File: src/hw/rtl/ttb_pkg.sv
// Package of the trickle timer bank: sizes, memory entry and handshake structs,
// and the random generator step function.
// It depends on nothing; every other file in hw/rtl imports it.
`default_nettype none

package ttb_pkg;

	localparam int TIMER_COUNT = 4;
	localparam int TIDX_W = (TIMER_COUNT > 1) ? $clog2(TIMER_COUNT) : 1;

	localparam logic [31:0] REMAINING_CEILING = 32'(((64'd1 << 31) - 64'd1) / 64'd1000);
	localparam logic [31:0] LFSR_TAPS = 32'h8020_0003;

	localparam logic [1:0] FUNC_TICK  = 2'd0;
	localparam logic [1:0] FUNC_START = 2'd1;
	localparam logic [1:0] FUNC_STOP  = 2'd2;

	typedef struct packed {
		logic [31:0] base_time;
		logic [31:0] fire_time;
		logic [31:0] cur_interval;
		logic [31:0] max_interval;
	} ttb_entry_t;

	typedef struct packed {
		logic              en;
		logic [TIDX_W-1:0] addr;
		ttb_entry_t        data;
	} ttb_ram_wr_t;

	typedef struct packed {
		logic        start;
		logic [31:0] dividend;
		logic [31:0] divisor;
	} ttb_mod_req_t;

	typedef struct packed {
		logic        done;
		logic [31:0] rem;
	} ttb_mod_rsp_t;

	// One shift of the Galois generator; the result is also the drawn value.
	function automatic logic [31:0] lfsr_step(input logic [31:0] s);
		logic [31:0] n;
		n = {1'b0, s[31:1]};
		if (s[0]) begin
			n = n ^ LFSR_TAPS;
		end
		return n;
	endfunction

endpackage

`default_nettype wire

File: src/hw/rtl/ttb_timer_ram.sv
// Timer state memory: one entry of base, fire, interval and maximum per timer.
// Synchronous write and registered read. Uses ttb_pkg.
`default_nettype none

module ttb_timer_ram
	import ttb_pkg::*;
(
	input  wire logic              clk,
	input  wire ttb_ram_wr_t       wr,
	input  wire logic              rd_en,
	input  wire logic [TIDX_W-1:0] rd_addr,
	output ttb_entry_t             rd_data
);

	ttb_entry_t mem [TIMER_COUNT];

	always_ff @(posedge clk) begin
		if (wr.en) begin
			mem[wr.addr] <= wr.data;
		end
		if (rd_en) begin
			rd_data <= mem[rd_addr];
		end
	end

endmodule

`default_nettype wire

File: src/hw/rtl/ttb_mod.sv
// Serial 32-bit remainder unit: restoring division, one quotient bit a cycle.
// The done pulse comes once all 32 quotient bits are worked through after start. Uses ttb_pkg.
`default_nettype none

module ttb_mod
	import ttb_pkg::*;
(
	input  wire logic         clk,
	input  wire logic         arst_n,
	input  wire ttb_mod_req_t req,
	output ttb_mod_rsp_t      rsp
);

	logic        busy_q;
	logic        done_q;
	logic [4:0]  cnt_q;
	logic [31:0] r_q;
	logic [31:0] n_q;
	logic [31:0] d_q;
	logic [32:0] trial;
	logic [32:0] diff;

	assign trial = {r_q, n_q[31]};
	assign diff  = trial - {1'b0, d_q};

	always_ff @(posedge clk or negedge arst_n) begin
		if (!arst_n) begin
			busy_q <= 1'b0;
			done_q <= 1'b0;
			cnt_q  <= '0;
		end else begin
			done_q <= 1'b0;
			if (req.start) begin
				busy_q <= 1'b1;
				cnt_q  <= '0;
			end else if (busy_q) begin
				cnt_q <= cnt_q + 5'd1;
				if (cnt_q == 5'd31) begin
					busy_q <= 1'b0;
					done_q <= 1'b1;
				end
			end
		end
	end

	// The partial remainder stays below the divisor, so 32 bits hold it.
	always_ff @(posedge clk) begin
		if (req.start) begin
			n_q <= req.dividend;
			d_q <= req.divisor;
			r_q <= '0;
		end else if (busy_q) begin
			n_q <= {n_q[30:0], 1'b0};
			if (trial >= {1'b0, d_q}) begin
				r_q <= diff[31:0];
			end else begin
				r_q <= trial[31:0];
			end
		end
	end

	assign rsp.done = done_q;
	assign rsp.rem  = r_q;

endmodule

`default_nettype wire

File: src/hw/rtl/trickle_timer_bank_core.sv
// Trickle timer bank: sequencer, random generator and running marks around the
// timer memory (ttb_timer_ram) and the serial remainder unit (ttb_mod). Uses ttb_pkg.
// A start draws the base and the fire offset through the remainder unit; a tick reads every timer
// and draws a new fire time for each one that fires; every item ends with a scan of all timers.
// One item is worked on at a time; the next is taken once the result is in the output register.
// Reset clears the seed, the running marks, the generator (to 1) and the output valid.
`default_nettype none

module trickle_timer_bank_core
	import ttb_pkg::*;
(
	input  wire logic         clk,
	input  wire logic         arst_n,
	input  wire logic         cfg_we,
	input  wire logic [15:0]  cfg_wdata,    // seed
	input  wire logic         s_tvalid,
	output logic              s_tready,
	input  wire logic [103:0] s_tdata,      // timer_id, now_seconds, interval_min, interval_max
	input  wire logic [1:0]   s_tuser,      // func
	output logic              m_tvalid,
	input  wire logic         m_tready,
	output logic [39:0]       m_tdata       // fired_mask, next_remaining, due_now, rejected
);

	localparam logic [3:0] ST_IDLE    = 4'd0;
	localparam logic [3:0] ST_BASE    = 4'd1;
	localparam logic [3:0] ST_BASE_W  = 4'd2;
	localparam logic [3:0] ST_FDRAW   = 4'd3;
	localparam logic [3:0] ST_FIRE_W  = 4'd4;
	localparam logic [3:0] ST_WRITE   = 4'd5;
	localparam logic [3:0] ST_T_RD    = 4'd6;
	localparam logic [3:0] ST_T_EVAL  = 4'd7;
	localparam logic [3:0] ST_SC_RD   = 4'd8;
	localparam logic [3:0] ST_SC_EVAL = 4'd9;
	localparam logic [3:0] ST_DONE    = 4'd10;

	localparam logic [TIDX_W-1:0] IDX_LAST = TIDX_W'(TIMER_COUNT - 1);

	logic [3:0]             state_q;
	logic [TIDX_W-1:0]      idx_q;
	logic [15:0]            seed_q;
	logic [31:0]            lfsr_q;
	logic [31:0]            lfsr_next;
	logic [TIMER_COUNT-1:0] running_q;

	logic [1:0]  func_q;
	logic [1:0]  id_q;
	logic [31:0] now_q;
	logic [31:0] imin_q;
	logic [31:0] imax_q;

	logic [31:0] base_q;
	logic [31:0] fire_q;
	logic [31:0] cur_q;
	logic [31:0] max_q;
	logic [31:0] best_q;
	logic        rej_q;
	logic [TIMER_COUNT-1:0] fired_q;

	logic        m_valid_q;
	logic [39:0] m_data_q;

	logic [1:0]  in_func;
	logic [1:0]  in_id;
	logic [31:0] in_now;
	logic [31:0] in_imin;
	logic [31:0] in_imax;
	logic        in_id_ok;
	logic        accept;

	ttb_ram_wr_t  ram_wr;
	logic         ram_rd_en;
	ttb_entry_t   ram_rd;
	ttb_mod_req_t mod_req;
	ttb_mod_rsp_t mod_rsp;

	logic [31:0] half;
	logic [31:0] span;
	logic [31:0] off;
	logic [31:0] rd_diff;
	logic        rd_due;
	logic [32:0] dbl;
	logic        out_free;
	logic        best_due;

	assign in_func  = s_tuser;
	assign in_id    = s_tdata[1:0];
	assign in_now   = s_tdata[33:2];
	assign in_imin  = s_tdata[65:34];
	assign in_imax  = s_tdata[97:66];
	assign in_id_ok = (32'(in_id) < 32'(TIMER_COUNT));

	assign s_tready = (state_q == ST_IDLE);
	assign accept   = s_tvalid && s_tready;

	assign lfsr_next = lfsr_step(lfsr_q);

	// Second half of the interval: the random term spans cur - cur/2; an empty span adds zero.
	assign half = {1'b0, cur_q[31:1]};
	assign span = cur_q - half;
	assign off  = (span == 32'd0) ? 32'd0 : mod_rsp.rem;

	assign rd_diff = ram_rd.fire_time - now_q;
	assign rd_due  = rd_diff[31] || (rd_diff == 32'd0);
	assign dbl     = {ram_rd.cur_interval, 1'b0};

	assign ram_rd_en = (state_q == ST_T_RD) || (state_q == ST_SC_RD);

	assign ram_wr.en                = (state_q == ST_WRITE);
	assign ram_wr.addr              = idx_q;
	assign ram_wr.data.base_time    = base_q;
	assign ram_wr.data.fire_time    = fire_q;
	assign ram_wr.data.cur_interval = cur_q;
	assign ram_wr.data.max_interval = max_q;

	assign mod_req.start    = (state_q == ST_BASE) || (state_q == ST_FDRAW);
	assign mod_req.dividend = lfsr_next;
	assign mod_req.divisor  = (state_q == ST_BASE) ? imin_q : span;

	assign out_free = !m_valid_q || m_tready;
	assign best_due = best_q[31] || (best_q == 32'd0);

	ttb_timer_ram u_ram (
		.clk     (clk),
		.wr      (ram_wr),
		.rd_en   (ram_rd_en),
		.rd_addr (idx_q),
		.rd_data (ram_rd)
	);

	ttb_mod u_mod (
		.clk    (clk),
		.arst_n (arst_n),
		.req    (mod_req),
		.rsp    (mod_rsp)
	);

	always_ff @(posedge clk or negedge arst_n) begin
		if (!arst_n) begin
			state_q   <= ST_IDLE;
			idx_q     <= '0;
			seed_q    <= '0;
			lfsr_q    <= 32'd1;
			running_q <= '0;
			m_valid_q <= 1'b0;
		end else begin
			if (cfg_we) begin
				seed_q <= cfg_wdata;
			end
			if ((state_q == ST_DONE) && out_free) begin
				m_valid_q <= 1'b1;
			end else if (m_valid_q && m_tready) begin
				m_valid_q <= 1'b0;
			end
			unique case (state_q)
				ST_IDLE: begin
					if (accept) begin
						if (in_func == FUNC_TICK) begin
							idx_q   <= '0;
							state_q <= ST_T_RD;
						end else if ((in_func == FUNC_START) && (in_imin != 32'd0)
								&& in_id_ok) begin
							lfsr_q  <= (seed_q == 16'd0) ? 32'd1 : {16'd0, seed_q};
							idx_q   <= TIDX_W'(in_id);
							state_q <= ST_BASE;
						end else begin
							idx_q   <= '0;
							state_q <= ST_SC_RD;
							if ((in_func == FUNC_STOP) && in_id_ok) begin
								running_q[TIDX_W'(in_id)] <= 1'b0;
							end
						end
					end
				end
				ST_BASE: begin
					lfsr_q  <= lfsr_next;
					state_q <= ST_BASE_W;
				end
				ST_BASE_W: begin
					if (mod_rsp.done) begin
						state_q <= ST_FDRAW;
					end
				end
				ST_FDRAW: begin
					lfsr_q  <= lfsr_next;
					state_q <= ST_FIRE_W;
				end
				ST_FIRE_W: begin
					if (mod_rsp.done) begin
						state_q <= ST_WRITE;
					end
				end
				ST_WRITE: begin
					if (func_q == FUNC_START) begin
						running_q[TIDX_W'(id_q)] <= 1'b1;
						idx_q   <= '0;
						state_q <= ST_SC_RD;
					end else if (idx_q == IDX_LAST) begin
						idx_q   <= '0;
						state_q <= ST_SC_RD;
					end else begin
						idx_q   <= idx_q + TIDX_W'(1);
						state_q <= ST_T_RD;
					end
				end
				ST_T_RD: begin
					state_q <= ST_T_EVAL;
				end
				ST_T_EVAL: begin
					if (running_q[idx_q] && rd_due) begin
						state_q <= ST_FDRAW;
					end else if (idx_q == IDX_LAST) begin
						idx_q   <= '0;
						state_q <= ST_SC_RD;
					end else begin
						idx_q   <= idx_q + TIDX_W'(1);
						state_q <= ST_T_RD;
					end
				end
				ST_SC_RD: begin
					state_q <= ST_SC_EVAL;
				end
				ST_SC_EVAL: begin
					if (idx_q == IDX_LAST) begin
						state_q <= ST_DONE;
					end else begin
						idx_q   <= idx_q + TIDX_W'(1);
						state_q <= ST_SC_RD;
					end
				end
				ST_DONE: begin
					if (out_free) begin
						state_q <= ST_IDLE;
					end
				end
				default: begin
					state_q <= ST_IDLE;
				end
			endcase
		end
	end

	always_ff @(posedge clk) begin
		if (accept) begin
			func_q  <= in_func;
			id_q    <= in_id;
			now_q   <= in_now;
			imin_q  <= in_imin;
			imax_q  <= in_imax;
			best_q  <= REMAINING_CEILING;
			fired_q <= '0;
			rej_q   <= (in_func == FUNC_START) && (in_imin == 32'd0);
		end
		if ((state_q == ST_BASE_W) && mod_rsp.done) begin
			base_q <= now_q + mod_rsp.rem;
			cur_q  <= imin_q;
			max_q  <= imax_q;
		end
		if ((state_q == ST_FIRE_W) && mod_rsp.done) begin
			fire_q <= base_q + half + off;
		end
		if ((state_q == ST_T_EVAL) && running_q[idx_q] && rd_due) begin
			// The doubled interval is compared unwrapped, then capped at the maximum.
			base_q <= ram_rd.base_time + ram_rd.cur_interval;
			cur_q  <= (dbl > {1'b0, ram_rd.max_interval}) ? ram_rd.max_interval : dbl[31:0];
			max_q  <= ram_rd.max_interval;
			fired_q[idx_q] <= 1'b1;
		end
		if ((state_q == ST_SC_EVAL) && running_q[idx_q]) begin
			if ($signed(rd_diff) < $signed(best_q)) begin
				best_q <= rd_diff;
			end
		end
		if ((state_q == ST_DONE) && out_free) begin
			m_data_q <= {2'b00, rej_q, best_due, best_q, 4'(fired_q)};
		end
	end

	assign m_tvalid = m_valid_q;
	assign m_tdata  = m_data_q;

endmodule

`default_nettype wire
File: config.mk
export PLATFORM = sky130hd
export DESIGN_NAME = trickle_timer_bank_core
export DESIGN_NICKNAME = d
export VERILOG_FILES = /design/src/hw/rtl/ttb_pkg.sv /design/src/hw/rtl/ttb_timer_ram.sv /design/src/hw/rtl/ttb_mod.sv /design/src/hw/rtl/trickle_timer_bank_core.sv
export SDC_FILE = /design/constraint.sdc
export NUM_CORES = 2
export LEC_CHECK = 0
export ABC_AREA = 1
export BUFFER_PORTS_ARGS = -buffer_cell sky130_fd_sc_hd__buf_2
export CAP_MARGIN = 20
export CORE_UTILIZATION = 40
export DETAILED_ROUTE_END_ITERATION = 6
export GPL_TIMING_DRIVEN = 0
export PLACE_DENSITY = 0.56
export SETUP_SLACK_MARGIN = 0.15
export SLEW_MARGIN = 5
export SYNTH_ARGS = -nofsm -noshare
export SYNTH_HDL_FRONTEND = slang
export SYNTH_SLANG_ARGS = --single-unit
File: constraint.sdc
create_clock -name clk -period 6.9 [get_ports clk]
set_input_delay 1.38 -clock clk [delete_from_list [all_inputs] [get_ports clk]]
set_output_delay 1.38 -clock clk [all_outputs]
set_load 0.005 [all_outputs]
Word level (Yosys, flattened, before mapping)
Memories as Yosys holds them, arrays and structs flattened. A register that Yosys moved wholly into a read port is not among the register bits. Cells that the tools add are included.

Flip-flop bits (word level): 465. Memory bits (writable): 512. Input port bits: 127. Output and inout port bits: 42. Logic and storage cells: 182. Memories kept: 1.

Add/sub/neg operators: 9. Magnitude comparators: 9. Eq/ne operators: 26. Multiplexer cells: 68. Bitwise logic cells: 5. Reductions and logical operators: 39.

Memory list: u_ram.mem (depth 4, width 128, read ports 1, clocked after memory_dff 1, wr ports 1, RTL line ttb_timer_ram.sv:15) `ttb_entry_t mem [TIMER_COUNT];`.

Operator list (count): 2-to-1 mux 32 bit (19); logical NOT 32 bit (4); adder 32 bit (3); 2-to-1 mux 4 bit (16); case mux 32 bit (2 select lines) (1); subtractor 32 bit (2); case mux 4 bit (11 select lines) (1); greater-or-equal comparator 33 x 32 -> 1 bit (1); greater-than comparator 33 x 32 -> 1 bit (1); adder 32 x 31 -> 32 bit (1); less-than comparator 32 bit (1); nonzero test 32 bit (1); subtractor 32 x 31 -> 32 bit (1); equality test 4 x 3 -> 1 bit, second input constant (4); logical NOT 16 bit (1); 2-to-1 mux 16 bit (1); 2-to-1 mux 2 bit (8); logical AND 1 bit (14); 2-to-1 mux 1 bit (14); equality test 4 bit, second input constant (3); inequality test 2 x 1 -> 1 bit, second input constant (6); AND reduction 4 bit (3); 2-to-1 mux 5 bit (2); inequality test 2 bit, second input constant (5); 25 further kinds (43).

Depth between registers and ports, before layout
Word-level depth: 11. Mapped depth: 35. Gate-level depth less buffers: 34.

By module
Synthesis repeated with hierarchy kept, for this count alone.

Cells, all modules: 6398. Area total of the unflattened synthesis: 58348.5 µm².

Modules (own cells, without submodules): trickle_timer_bank_core (instances 1, cells an instance 3286, area an instance 26040.0 µm², sequential area each 10216.0 µm²); ttb_timer_ram (instances 1, cells an instance 2142, area an instance 25502.0 µm², sequential area each 19218.4 µm²); ttb_mod (instances 1, cells an instance 970, area an instance 6806.5 µm², sequential area each 2737.6 µm²).

Least setup slack after synthesis
OpenSTA, ideal clock, no wires.

Path type: reg2reg. Start point: reg state_q[3]. End point: reg u_ram.rd_data[0] (netlist name). Setup time: 662 ps. Arrival: 6903 ps. Data required time: 6238 ps. Path slack: -665 ps. Cell stages (with the launch flop): 4. Path buffers: 0. Period minus slack after synthesis: 7565 ps. Cell sequence: dfrtp_1 nor2_1 inv_1 o22ai_1.

Longest elaborated chain between the ends: 2. Elaborated cells between the ends (all ways): 3. Those cells by class: 2 x eq/ne; 1 x reduce/logical.

Ends and longest elaborated chain: start, declared (RTL line trickle_timer_bank_core.sv:39) `logic [3:0] state_q;`; start signal, assigned (RTL line trickle_timer_bank_core.sv:140) `state_q <= ST_IDLE;`; start signal, assigned (RTL line trickle_timer_bank_core.sv:160) `state_q <= ST_T_RD;`; start signal, assigned (RTL line trickle_timer_bank_core.sv:165) `state_q <= ST_BASE;`; equality test 4 x 3 -> 1 bit or equality test 4 bit (tied branches) (RTL line trickle_timer_bank_core.sv:107) `assign ram_rd_en = (state_q == ST_T_RD) || (state_q == ST_SC_RD);`; logical OR 1 bit (*) (RTL line trickle_timer_bank_core.sv:107); via ram_rd_en (RTL line trickle_timer_bank_core.sv:72) `logic ram_rd_en;`.

Mark *: on every way through the listed nets, which the timed path passes. The rest lies on a longest branch. A chain may end at the register's enable or synchronous reset.

Final worst setup path
Start point: reg cur_q[0]. End point: reg fire_q[23] (data pin).

Longest elaborated chain between the ends: 4.

Ends and longest elaborated chain: start, declared (RTL line trickle_timer_bank_core.sv:54) `logic [31:0] cur_q;`; start signal, assigned (RTL line trickle_timer_bank_core.sv:256) `cur_q <= imin_q;`; start signal, assigned (RTL line trickle_timer_bank_core.sv:265) `cur_q <= (dbl > {1'b0, ram_rd.max_interval}) ? ram_rd.max_interval : dbl[31:0];`; subtractor 32 x 31 -> 32 bit (RTL line trickle_timer_bank_core.sv:100) `assign span = cur_q - half;`; logical NOT 32 bit (RTL line trickle_timer_bank_core.sv:101) `assign off = (span == 32'd0) ? 32'd0 : mod_rsp.rem;`; 2-to-1 mux 32 bit (RTL line trickle_timer_bank_core.sv:101); adder 32 bit (RTL line trickle_timer_bank_core.sv:260) `fire_q <= base_q + half + off;`; end signal, assigned (RTL line trickle_timer_bank_core.sv:260); end, declared (RTL line trickle_timer_bank_core.sv:53) `logic [31:0] fire_q;`.

Every way passes these cells.

==> flow_metrics.env <==
export IMPL_layout_drive_gt1_share=0.0839
export IMPL_pwr_share_seq=0.363
export IMPL_cp_buffers_inverters=4
export IMPL_p_leak_nw=25.1
export IMPL_final_cell_mix="nand2_1, edfxtp_1, inv_1"
export IMPL_syn_area_um2=54200
export IMPL_critPathTopFamily="simple AND/OR/NAND/NOR gates"
export IMPL_cpPeakStageDelay_ns=0.44
export IMPL_rr_startpoint="cur_q[0]$_DFFE_PP_"
export IMPL_power_frac_comb=0.390
export IMPL_gp_congestion=0.955
export IMPL_die_w_um=370
export IMPL_setup_viol=0
export IMPL_crit_arrival_ns=6.93
export IMPL_peakVddDrop_v=0.000220
export IMPL_numClockSinks=1105
export IMPL_powerDensity_nw_per_um2=419
export IMPL_wire_per_inst_um=22.4
export IMPL_io_pins=169
export IMPL_max_freq_ghz=0.155
export IMPL_clk_latency_ns=0.75
export IMPL_async_flop_share=0.0597
export IMPL_synthTopCellsByArea="edfxtp_1, nand2_1, ha_1"
export IMPL_slew_violations=0
export IMPL_p_int_mw=15.7
export IMPL_grt_first_pass_wirelength_um=247000
export IMPL_power_switching_mw=10.3
export IMPL_hold_ws_ns=0.426
export IMPL_syn_to_final_growth_pct=14.7
export IMPL_syn_inst=5336
export IMPL_crit_top_cell="nand2_1"
export IMPL_grt_max_degree=64
export IMPL_worstSetupPathType="reg2reg"
export IMPL_tightest_slew_ns=1.27
export IMPL_slew_headroom=0.149
export IMPL_antenna_found_initial=8
export IMPL_status="finished, final reports clean"
export IMPL_grt_pass1_vias=38043
export IMPL_hp_class="in2async"
export IMPL_cts_tree="built"
export IMPL_cp_start_kind="flip-flop"
export IMPL_synth_top_cell_area_share=0.538
export IMPL_cts_buffer_depth=3
export IMPL_num_rows=134
export IMPL_synth_edf_count=971
export IMPL_rr_worst_depth=31
export IMPL_vias=40032
export IMPL_maxCapViolCount=0
export IMPL_pwr_share_clk=0.248
export IMPL_avgSynthCellArea_um2=10.2
export IMPL_initial_utilization=0.405
export IMPL_report_final_hold_viol_count=0
export IMPL_dr_pass1_iters=6
export IMPL_track_usage=0.245
export IMPL_clk_pin_slew_ns=0.06
export IMPL_wirelength_um=169000
export IMPL_layout_commonest_cell="nand2_1"
export IMPL_skew_ns=0.0282
export IMPL_h_tree_depth=3
export IMPL_dieArea_um2=137000
export IMPL_final_cells=7536
export IMPL_rsz0062_at_grt="true"
export IMPL_cp_end_kind="flip-flop"
export IMPL_drtIter0Drc=4177
export IMPL_drc=0
export IMPL_dp_final_hpwl_um=129000
export IMPL_ys_types=59
export IMPL_crit_fanout=10
export IMPL_grt_overflow=0
export IMPL_worstPathRequired_ns=7.39
export IMPL_fin_util=0.464
export IMPL_numPortBuffers=160
export IMPL_period_share=0.933
export IMPL_fp_dieH_um=370
export IMPL_fin_crit_ns=6.43
export IMPL_rrSetupSlack_ns=0.47
export IMPL_synth_seq_area_share=0.593
export IMPL_clk_root_buffer_cell="clkbuf_16"
export IMPL_synth_flop_cell="edfxtp_1"
export IMPL_core_um2=134000
export IMPL_vias_per_cell=5.31
export IMPL_cts_buffers=118
export IMPL_ctsHoldBuffers=0
export IMPL_r2r_end="fire_q[23]$_DFFE_PP_"
export IMPL_cp_slowest_cell="edfxtp_1"
export IMPL_dp_cells=7304
export IMPL_ys_warn_count=0
export IMPL_nets=6086
export IMPL_postRouteAntennaNets=0
export IMPL_synth_area_leader_cell="edfxtp_1"
export IMPL_power_mw=26.0
export IMPL_p_sw_frac=0.396
export IMPL_ys_seq_elements=1105
-- routing by layer --
layer / global-route usage / routed length, um / up-vias
met5: 0 / 0 / -
met4: 0.0776 / 4910 / 0
met3: 0.0342 / 12000 / 224
met2: 0.401 / 79400 / 1348
met1: 0.334 / 72700 / 19342
li1: - / - / 19118
-- how the worst max path moves through the flow --
stage	start	cells after the start	endpoint
final	cur_q[0]$_DFFE_PP_	31	fire_q[23]$_DFFE_PP_
after global routing	cur_q[0]$_DFFE_PP_	34	fire_q[22]$_DFFE_PP_
after CTS	cur_q[1]$_DFFE_PP_	29	fire_q[23]$_DFFE_PP_
after detailed placement	cur_q[1]$_DFFE_PP_	31	fire_q[29]$_DFFE_PP_
after global placement	idx_q[1]$_DFFE_PN0P_	6	u_ram.mem[1][9]$_DFFE_PP_
after floorplan	state_q[3]$_DFFE_PN0P_	6	u_ram.mem[1][0]$_DFFE_PP_
-- power by group through the flow --
stage | sequential (mW) | clock, mW | combinational, mW
3_3_place_gp | 9.70 | 0 | 9.73
5_1_grt | 9.50 | 6.80 | 11.3
3_5_place_dp | 9.56 | 0 | 10.0
2_1_floorplan | 9.13 | 0 | 6.96
4_1_cts | 9.43 | 6.56 | 10.1
6_report | 9.45 | 6.45 | 10.1
-- sequential cells by signal, indices dropped and copies added (netlist names), 2 cells and up --
| signal | flops |
|---|---|
| u_mod.r_q | 32 |
| cur_q | 32 |
| m_tdata | 38 |
| fire_q | 32 |
| u_ram.rd_data | 128 |
| running_q | 4 |
| base_q | 32 |
| func_q | 2 |
| imax_q | 32 |
| idx_q | 2 |
| u_mod.n_q | 32 |
| seed_q | 16 |
| best_q | 32 |
| imin_q | 32 |
| u_mod.d_q | 32 |
| state_q | 4 |
| fired_q | 4 |
| max_q | 32 |
| u_ram.mem | 512 |
| lfsr_q | 32 |
| now_q | 32 |
| u_mod.cnt_q | 5 |
| id_q | 2 |
-- synth_stat cells (3+ instances only) --
cell / count
o211ai_1: 50
xor2_1: 70
nand3b_1: 13
buf_4: 5
a41oi_1: 5
nand2_2: 7
nor2_1: 514
dfxtp_1: 68
buf_2: 12
o21a_1: 16
buf_1: 4
or2_2: 3
nor3_2: 3
a31oi_1: 25
o22ai_1: 144
edfxtp_1: 971
nand4_1: 35
nor4_1: 29
o21ai_1: 14
nor3_1: 45
o21bai_1: 15
a211oi_1: 6
o21ai_2: 22
a221oi_1: 3
a21boi_0: 5
inv_2: 3
nand3_1: 152
o21ai_0: 508
nand2_1: 1140
a21oi_1: 240
a21o_1: 13
dfrtp_1: 65
nor2_2: 3
o31ai_1: 5
inv_1: 604
fa_1: 37
nand3_2: 3
ha_1: 254
buf_6: 12
clkbuf_1: 128
xnor2_1: 65
-- per-stage QoR --
step                instance area, um2  TNS [ns]  worst slack (ns)
floorplan                        54200    -72.88            -0.285
global placement                 57300  -2735.86             -6.66
detailed placement               58100    -0.953            -0.157
CTS                              62000         0             0.174
global route                     62200         0            0.0734
finish                           62200         0             0.465
-- timing repair --
item,4_1_cts,5_1_grt
setup endpoints to repair,14,16
setup buffers,0,10
resized for setup,2,13
gates cloned,0,0
-- logic make-up (layout without fill, tap and decap cells) --
kind of cell / after synthesis / in the layout / share of synthesized area
adders and majority gates: 291 / 291 / 0.0723
buffers and inverters: 770 / 1200 / 0.0556
AOI/OAI and AO/OA: 1082 / 1082 / 0.112
other: 1 / 3 / 0.0000691
DFF: 1105 / 1105 / 0.593
and+or+nand+nor: 1951 / 1951 / 0.145
xor gates and xnor gates: 136 / 136 / 0.0221
-- area by class of cell --
cell class | count | area [um2]
repair buffers | 211 | 1700
fillers | 12454 | 71800
multi-input cells | 3462 | 19100
clock buffers | 146 | 3120
inverters | 609 | 2300
clock inverters | 73 | 788
diodes | 1 | 2.50
well taps | 1768 | 2210
plain buffers | 161 | 734
flip-flops and latches | 1105 | 32200
Note: power is estimated with default switching activity, not from simulation.
